## config.mk

```make
export PLATFORM = sky130hd
export DESIGN_NAME = probabilistic_step_sequencer_top
export DESIGN_NICKNAME = d
export VERILOG_FILES = /design/src/rtl/pss_pkg.sv /design/src/rtl/pss_gates.sv /design/src/rtl/probabilistic_step_sequencer_top.sv
export VERILOG_INCLUDE_DIRS = /design/src /design/src/rtl
export SDC_FILE = /design/constraint.sdc
export NUM_CORES = 1
export LEC_CHECK = 0
export BUFFER_PORTS_ARGS = -buffer_cell sky130_fd_sc_hd__buf_2
export CAP_MARGIN = 20
export CELL_PAD_IN_SITES_DETAIL_PLACEMENT = 0
export CELL_PAD_IN_SITES_GLOBAL_PLACEMENT = 1
export CORE_MARGIN = 2
export CORE_UTILIZATION = 23
export DETAILED_ROUTE_END_ITERATION = 8
export GPL_TIMING_DRIVEN = 0
export PLACE_DENSITY_LB_ADDON = 0.1
export SETUP_SLACK_MARGIN = 0.4
export SLEW_MARGIN = 20
export SYNTH_ARGS = -nofsm -noshare
export SYNTH_HDL_FRONTEND = slang
export SYNTH_HIERARCHICAL = 1
export SYNTH_SLANG_ARGS = --single-unit
```

## constraint.sdc

```tcl
create_clock -name clk -period 10.9 [get_ports clk]
set_input_delay 2.18 -clock clk [delete_from_list [all_inputs] [get_ports clk]]
set_output_delay 2.18 -clock clk [all_outputs]
set_load 0.02 [all_outputs]
```

## src/rtl/probabilistic_step_sequencer_top_defines.svh

```systemverilog
// assertion macros for the step sequencer
`ifndef PROBABILISTIC_STEP_SEQUENCER_TOP_DEFINES_SVH
`define PROBABILISTIC_STEP_SEQUENCER_TOP_DEFINES_SVH

`ifndef SYNTH
`define PSS_ASSERT_NOW(lbl, ante, cons) \
	lbl: assert property (@(posedge clk) disable iff (!arst_n) (ante) |-> (cons)) \
		else $error("sequencer assertion failed");
`define PSS_ASSERT_NEXT(lbl, ante, cons) \
	lbl: assert property (@(posedge clk) disable iff (!arst_n) (ante) |=> (cons)) \
		else $error("sequencer assertion failed");
`else
`define PSS_ASSERT_NOW(lbl, ante, cons)
`define PSS_ASSERT_NEXT(lbl, ante, cons)
`endif

`endif

```

## src/rtl/pss_pkg.sv

```systemverilog
package pss_pkg;

	localparam int NUM_TRACKS = 8;
	localparam int NUM_STEPS  = 16;
	localparam int NUM_GATES  = NUM_TRACKS + 1;
	localparam int IDX_W      = (NUM_STEPS > 1) ? $clog2(NUM_STEPS) : 1;

	localparam int STEP_W  = 4;
	localparam int MS_W    = 16;
	localparam int PCT_W   = 7;
	localparam int ROLL_W  = 7;
	localparam int BITS_W  = 8;
	localparam int CFG_IW  = 3;
	localparam int CFG_DW  = 16;

	typedef enum logic {
		CMD_TICK = 1'b0,
		CMD_GRID = 1'b1
	} cmd_t;

	typedef enum logic [CFG_IW-1:0] {
		CFG_PLAYING     = 3'd0,
		CFG_INTERVAL    = 3'd1,
		CFG_ONTIME      = 3'd2,
		CFG_DRUNK       = 3'd3,
		CFG_PROBABILITY = 3'd4,
		CFG_RANGE_START = 3'd5,
		CFG_RANGE_END   = 3'd6
	} cfg_idx_t;

	typedef struct packed {
		logic                 tick;
		logic [NUM_GATES-1:0] fire;
		logic [MS_W-1:0]      ontime;
	} gate_ctl_t;

endpackage

```

## src/rtl/pss_gates.sv

```systemverilog
module pss_gates
	import pss_pkg::*;
(
	input  logic                 clk,
	input  logic                 arst_n,
	input  logic                 load,
	input  gate_ctl_t            ctl,
	output logic [NUM_GATES-1:0] active_nxt
);

	logic [MS_W-1:0]      rem_q [NUM_GATES];
	logic [MS_W-1:0]      rem_d [NUM_GATES];
	logic [NUM_GATES-1:0] act_q;

	always_comb begin
		for (int g = 0; g < NUM_GATES; g++) begin
			rem_d[g]      = rem_q[g];
			active_nxt[g] = act_q[g];
			// countdown first, then a new fire reloads
			if (ctl.tick && act_q[g]) begin
				if (rem_q[g] <= MS_W'(1)) begin
					rem_d[g]      = '0;
					active_nxt[g] = 1'b0;
				end else begin
					rem_d[g] = rem_q[g] - MS_W'(1);
				end
			end
			if (ctl.fire[g]) begin
				rem_d[g]      = ctl.ontime;
				active_nxt[g] = 1'b1;
			end
		end
	end

	always_ff @(posedge clk or negedge arst_n) begin
		if (!arst_n) begin
			act_q <= '0;
			for (int g = 0; g < NUM_GATES; g++) begin
				rem_q[g] <= '0;
			end
		end else if (load) begin
			act_q <= active_nxt;
			for (int g = 0; g < NUM_GATES; g++) begin
				rem_q[g] <= rem_d[g];
			end
		end
	end

endmodule

```

## src/rtl/probabilistic_step_sequencer_top.sv

```systemverilog
// the result beat is registered and is presented in the cycle after its input beat is accepted
// throughput: one beat per cycle while out_ready is high; the output register frees as it is taken
// all sequencer state updates happen in the accepting cycle, the result register follows
// reset (arst_n low, asynchronous): grid cleared, step and counters zero,
// gates and led off, configuration registers back to their default values
`include "probabilistic_step_sequencer_top_defines.svh"

module probabilistic_step_sequencer_top
	import pss_pkg::*;
(
	input  logic                clk,
	input  logic                arst_n,
	input  logic                cfg_we,
	input  logic [CFG_IW-1:0]   cfg_index,
	input  logic [CFG_DW-1:0]   cfg_wdata,
	input  logic                in_valid,
	output logic                in_ready,
	input  logic                command,
	input  logic [ROLL_W-1:0]   dir_roll,
	input  logic [55:0]         track_rolls,
	input  logic [STEP_W-1:0]   grid_step,
	input  logic [BITS_W-1:0]   grid_bits,
	output logic                out_valid,
	input  logic                out_ready,
	output logic [BITS_W-1:0]   gate_bits,
	output logic                led_on,
	output logic [STEP_W-1:0]   step_index,
	output logic                stepped,
	output logic                reversed,
	output logic [BITS_W-1:0]   fired_bits
);

	function automatic logic [STEP_W-1:0] clamp_step(input logic [STEP_W-1:0] s);
		logic [STEP_W-1:0] r;
		r = (32'(s) > NUM_STEPS - 1) ? STEP_W'(NUM_STEPS - 1) : s;
		return r;
	endfunction

	// configuration registers
	logic              playing_q;
	logic [MS_W-1:0]   interval_q;
	logic [MS_W-1:0]   ontime_q;
	logic [PCT_W-1:0]  drunk_q;
	logic [PCT_W-1:0]  prob_q;
	logic [STEP_W-1:0] range_start_q;
	logic [STEP_W-1:0] range_end_q;

	// sequencer state
	logic [NUM_TRACKS-1:0] grid_q [NUM_STEPS];
	logic [STEP_W-1:0]     cur_step_q;
	logic [MS_W-1:0]       elapsed_q;

	// result register
	logic              out_valid_q;
	logic [BITS_W-1:0] gate_bits_q;
	logic              led_on_q;
	logic [STEP_W-1:0] step_index_q;
	logic              stepped_q;
	logic              reversed_q;
	logic [BITS_W-1:0] fired_bits_q;

	logic                  in_fire;
	logic                  tick;
	logic                  grid_wr;
	logic [MS_W-1:0]       elapsed_inc;
	logic                  do_step;
	logic                  rev;
	logic [STEP_W-1:0]     lo;
	logic [STEP_W-1:0]     hi;
	logic signed [STEP_W+1:0] s_a;
	logic signed [STEP_W+1:0] s_b;
	logic [STEP_W-1:0]     step_nxt;
	logic [NUM_TRACKS-1:0] col;
	logic [NUM_TRACKS-1:0] fire;
	gate_ctl_t             gctl;
	logic [NUM_GATES-1:0]  gates_nxt;

	assign in_ready = !out_valid_q || out_ready;
	assign in_fire  = in_valid && in_ready;
	assign tick     = in_fire && (cmd_t'(command) == CMD_TICK);
	assign grid_wr  = in_fire && (cmd_t'(command) == CMD_GRID) && (32'(grid_step) < NUM_STEPS);

	assign elapsed_inc = (elapsed_q != '1) ? elapsed_q + MS_W'(1) : elapsed_q;
	assign do_step     = tick && playing_q && (elapsed_inc >= interval_q);
	assign rev         = dir_roll < drunk_q;
	assign lo          = clamp_step(range_start_q);
	assign hi          = clamp_step(range_end_q);

	// step by one, then wrap inside the range (order matters for an inverted range)
	always_comb begin
		s_a = rev ? ($signed({2'b00, cur_step_q}) - (STEP_W+2)'(1))
		          : ($signed({2'b00, cur_step_q}) + (STEP_W+2)'(1));
		s_b = s_a;
		if (s_b < $signed({2'b00, lo})) begin
			s_b = $signed({2'b00, hi});
		end
		if (s_b > $signed({2'b00, hi})) begin
			s_b = $signed({2'b00, lo});
		end
		step_nxt = s_b[STEP_W-1:0];
	end

	always_comb begin
		col = '0;
		if (32'(step_nxt) < NUM_STEPS) begin
			col = grid_q[IDX_W'(step_nxt)];
		end
		for (int t = 0; t < NUM_TRACKS; t++) begin
			fire[t] = do_step && col[t] && (track_rolls[ROLL_W*t +: ROLL_W] < prob_q);
		end
	end

	assign gctl.tick   = tick;
	assign gctl.fire   = {do_step, fire};
	assign gctl.ontime = ontime_q;

	pss_gates u_gates (
		.clk        (clk),
		.arst_n     (arst_n),
		.load       (in_fire),
		.ctl        (gctl),
		.active_nxt (gates_nxt)
	);

	always_ff @(posedge clk or negedge arst_n) begin
		if (!arst_n) begin
			playing_q     <= 1'b0;
			interval_q    <= MS_W'(125);
			ontime_q      <= MS_W'(10);
			drunk_q       <= '0;
			prob_q        <= PCT_W'(100);
			range_start_q <= '0;
			range_end_q   <= STEP_W'(15);
		end else if (cfg_we) begin
			unique case (cfg_idx_t'(cfg_index))
				CFG_PLAYING:     playing_q     <= cfg_wdata[0];
				CFG_INTERVAL:    interval_q    <= cfg_wdata[MS_W-1:0];
				CFG_ONTIME:      ontime_q      <= cfg_wdata[MS_W-1:0];
				CFG_DRUNK:       drunk_q       <= cfg_wdata[PCT_W-1:0];
				CFG_PROBABILITY: prob_q        <= cfg_wdata[PCT_W-1:0];
				CFG_RANGE_START: range_start_q <= cfg_wdata[STEP_W-1:0];
				CFG_RANGE_END:   range_end_q   <= cfg_wdata[STEP_W-1:0];
				default: ;
			endcase
		end
	end

	always_ff @(posedge clk or negedge arst_n) begin
		if (!arst_n) begin
			for (int i = 0; i < NUM_STEPS; i++) begin
				grid_q[i] <= '0;
			end
			cur_step_q <= '0;
			elapsed_q  <= '0;
		end else begin
			if (grid_wr) begin
				grid_q[IDX_W'(grid_step)] <= grid_bits[NUM_TRACKS-1:0];
			end
			if (tick) begin
				elapsed_q <= do_step ? '0 : elapsed_inc;
			end
			if (do_step) begin
				cur_step_q <= step_nxt;
			end
		end
	end

	always_ff @(posedge clk or negedge arst_n) begin
		if (!arst_n) begin
			out_valid_q <= 1'b0;
		end else if (in_fire) begin
			out_valid_q <= 1'b1;
		end else if (out_ready) begin
			out_valid_q <= 1'b0;
		end
	end

	always_ff @(posedge clk) begin
		if (in_fire) begin
			gate_bits_q  <= BITS_W'(gates_nxt[NUM_TRACKS-1:0]);
			led_on_q     <= gates_nxt[NUM_TRACKS];
			step_index_q <= do_step ? step_nxt : cur_step_q;
			stepped_q    <= do_step;
			reversed_q   <= do_step && rev;
			fired_bits_q <= BITS_W'(fire);
		end
	end

	assign out_valid  = out_valid_q;
	assign gate_bits  = gate_bits_q;
	assign led_on     = led_on_q;
	assign step_index = step_index_q;
	assign stepped    = stepped_q;
	assign reversed   = reversed_q;
	assign fired_bits = fired_bits_q;

	`PSS_ASSERT_NOW(a_fired_gated, out_valid, (fired_bits & ~gate_bits) == '0)
	`PSS_ASSERT_NOW(a_quiet_no_step, out_valid && !stepped, fired_bits == '0 && !reversed)
	`PSS_ASSERT_NOW(a_step_led, out_valid && stepped, led_on)
	`PSS_ASSERT_NEXT(a_grid_keeps_step, in_fire && command == CMD_GRID, $stable(cur_step_q))

endmodule

```

==> run_results.csv <==
group,metric,value,unit
route,drtIter0Drc,1114,
route,vias,18616,
logic_synthesis,ys_seq_area_share,43.8,%
logic_synthesis,avgSynthCellArea,9.94,sq um
worst_hold_path,min_to,"grid_q[64]",
worst_setup_path,r2r_start,"drunk_q[4]",
global_routing,grt_pass1_vias,19267,
timing,worst_pin_slew,1.13,ns
finish,final_layout_size_suffix_gt1_share,19.8,%
power_and_ir_drop,peakVddDrop,241,uV
worst_setup_path,cp.required,11.40,ns
floorplanning,start_util,23.2,%
finish,final_common_cell,"dfrtp_1",
global_routing,grt_max_degree,78,
worst_setup_path,r2r_setup_slack,2.31,ns
worst_setup_path,reg2reg_to,"u_gates/rem_q[36]",
worst_setup_path,arrival,10.39,ns
global_routing,busiest_layer,"met2",
worst_setup_path,critPathMaxFanout,10,
finish,fin_area,26300,sq um
finish,layout.nets,2599,
timing,post-route-min-period,9.89,ns
clock_tree,htree_levels,2,
route,routed_wl,83600,microns
route,firstDrtPassIters,5,
place,placed_cell_area,24500,sq um
global_routing,gr-usage-met2,28.6,%
route,routed_via_density,5.02,
global_routing,antenna_found_initial,3,
clock_tree,clkTransAtPathRegs,0.06,ns
logic_synthesis,yosysTopAreaCell,"dfrtp_1",
worst_setup_path,worstSetupPathType,"in2reg",
logic_synthesis,ys_types,84,
clock_tree,cts_buffer_depth,3,
timing,post-route-period-util,90.7,%
place,dp_cells,3612,
logic_synthesis,ys_ff_latch,380,
floorplanning,rows,113,
logic_synthesis,netlist_area,22000,sq um
worst_hold_path,hold_start,"grid_q[64]",
route,ant_nets,0,
power_and_ir_drop,p_per_area,300,nW/um^2
worst_setup_path,max_stage_delay,0.52,ns
logic_synthesis,ys.flop_type,"dfrtp_1",
global_routing,grt.overflow.total,0,
worst_setup_path,worst_path_max_delay_cell,"clkbuf_1",
logic_synthesis,synthCells,2215,
run,maxCapViolations,0,
finish,utilization,27.7,%
status,outcome,"complete, no violations",
logic_synthesis,synthArstFlopShare,93.9,%
power_and_ir_drop,p_leak,11.3,nW
finish,area_delta_synth_final,19.5,%
timing,setup_tns,0,ns
global_routing,grtUsageMet1,22.5,%
floorplanning,core,94900,sq um
timing,finalClockSkew,0.0249,ns
power_and_ir_drop,p_total,7.88,mW
worst_setup_path,worstRegToRegCells,35,
finish,layout_common_cells,"342 x dfrtp_1, 180 x mux2_2, 160 x nand2_1",
worst_hold_path,hold_depth,1,
place,gp_congestion,0.777,
finish,multiInputGateArea,11500,sq um
logic_synthesis,synth_area_leaders,"dfrtp_1 39%, mux2_2 9.2%, ha_1 5.6%, o21ai_0 3.3%, edfxtp_1 3.1%",
worst_hold_path,hold_class,"reg2reg",
global_routing,gr-usage-met3,2.14,%
timing,slew_violations,0,
global_routing,grt_usage,16.9,%
route,avgRoutedWirePerCell,22.6,microns
floorplanning,die_w,313,microns
finish,seq_area,9640,sq um
logic_synthesis,yosys_warnings,6,
clock_tree,tritoncts,"built",
clock_tree,clk_latency,0.64,ns
clock_tree,numClockSinks,380,
global_routing,grt_pass1_wl,126000,microns
timing,rsz0062_at_grt,"false",
finish,layout.cells.non_filler,3705,
route,drcViolationCount,0,
timing,timing.fmax,101,MHz
timing,hold_viol_final,0,
finish,final.fill_count,9989,
logic_synthesis,syn-num-nets,2414,
worst_setup_path,worstSetupStartpointType,"primary input",
finish,antenna_cells,0,
place,hpwl,57500,microns
clock_tree,clockRootBuffer,"clkbuf_16",
worst_setup_path,crit_path_end_kind,"flop",
floorplanning,die_height,313,microns
logic_synthesis,synth-edff-count,23,
clock_tree,cts_buffers,51,
floorplanning,ios,125,
timing,maxSlewHeadroom,24.0,%
clock_tree,postCtsHoldBufs,0,
logic_synthesis,yosysTopAreaCellShare,38.9,%
floorplanning,die-area,98200,sq um
place,io_buffers,121,
timing,setup_viol,0,
-- state kept, by name (all words and copies together), names as in the netlist, 4 cells and up --
register and count:
u_gates/rem_q 144, drunk_q 7, u_gates/act_q 9, interval_q 16
grid_q 128, cur_step_q 4, elapsed_q 16, prob_q 7
step_index 4, ontime_q 16, lo 4, hi 4
fired_bits 8, gate_bits 8
-- synthesized netlist by cell type, drive strengths merged (24+ instances only) --
cell type and instances:
mux2 180, a22oi 24, and3 63, inv 106, nor3 59, dfrtp 342
a21o 58, clkbuf 114, a21oi 79, a211o 44, nor2 103, nand3 57
a32oi 40, nand2 160, nor4 38, ha 99, and2 25, a22o 35
o21ai 155, buf 25, o22ai 25, nand2b 29
-- how the worst max path moves through the flow --
stage | from | to | depth (start not counted)
after global placement | dir_roll[1] | u_gates/rem_q[20] | 32
final | dir_roll[4] | u_gates/rem_q[36] | 35
after CTS | dir_roll[1] | u_gates/rem_q[108] | 35
after floorplan | dir_roll[1] | u_gates/rem_q[32] | 32
after detailed placement | dir_roll[1] | u_gates/rem_q[108] | 35
after global routing | dir_roll[1] | u_gates/rem_q[108] | 35
-- worst max-delay path, delay by kind of cell --
family                   cells  cell delay (ns)
AO/OA/AOI/OAI               15             3.36
multiplexers                 1             0.38
adder cells (fa/ha/maj)      4             1.09
XOR/XNOR                     1             0.26
buffers and inverters        8             2.27
AND/OR/NAND/NOR              6             0.83
-- per-stage QoR --
stage	worst slack (ns)	hold slack [ns]
3_3_place_gp	-0.828	0.479
2_1_floorplan	2.35	0.458
4_1_cts	0.534	0.497
3_5_place_dp	-0.147	0.485
5_1_grt	0.410	0.504
6_report	1.01	0.496
-- final cells by class --
| type | instances | area share [%] |
|---|---|---|
| buffer | 139 | 2.19 |
| clock buffer | 73 | 5.51 |
| clock inverter | 20 | 1.20 |
| inverter | 106 | 1.51 |
| multi-input combinational | 1590 | 43.8 |
| sequential | 380 | 36.7 |
| tap | 1265 | 6.02 |
| timing repair buffer | 132 | 3.09 |
-- metal layers --
metal,wire (microns),part of all wire (%),up-vias
met5,0,0,-
met4,2120,2.5,0
met3,3110,3.7,110
met2,40300,48,428
met1,38100,46,9358
li1,-,-,8720
-- repair_timing --
| action | 4_1_cts | 5_1_grt |
|---|---|---|
| setup buffers | 0 | 0 |
| endpoints found under the setup margin | 0 | 74 |
| gates resized for setup | 0 | 12 |
-- power breakdown --
group          internal, mW  total [mW]  switching (mW)
clock                  1.09        1.80           0.711
sequential             1.68        1.85           0.176
combinational          1.44        4.23            2.79
total                  4.21        7.88            3.67
-- kinds of logic after synthesis --
group | synth area share, %
flops | 43.8
compound gates | 20.7
fa+ha+maj | 5.63
simple gates | 15.4
buf+inv | 4.31
xor+xnor | 0.637
mux | 9.48
No activity file was read; power rests on OpenSTA's default activity.
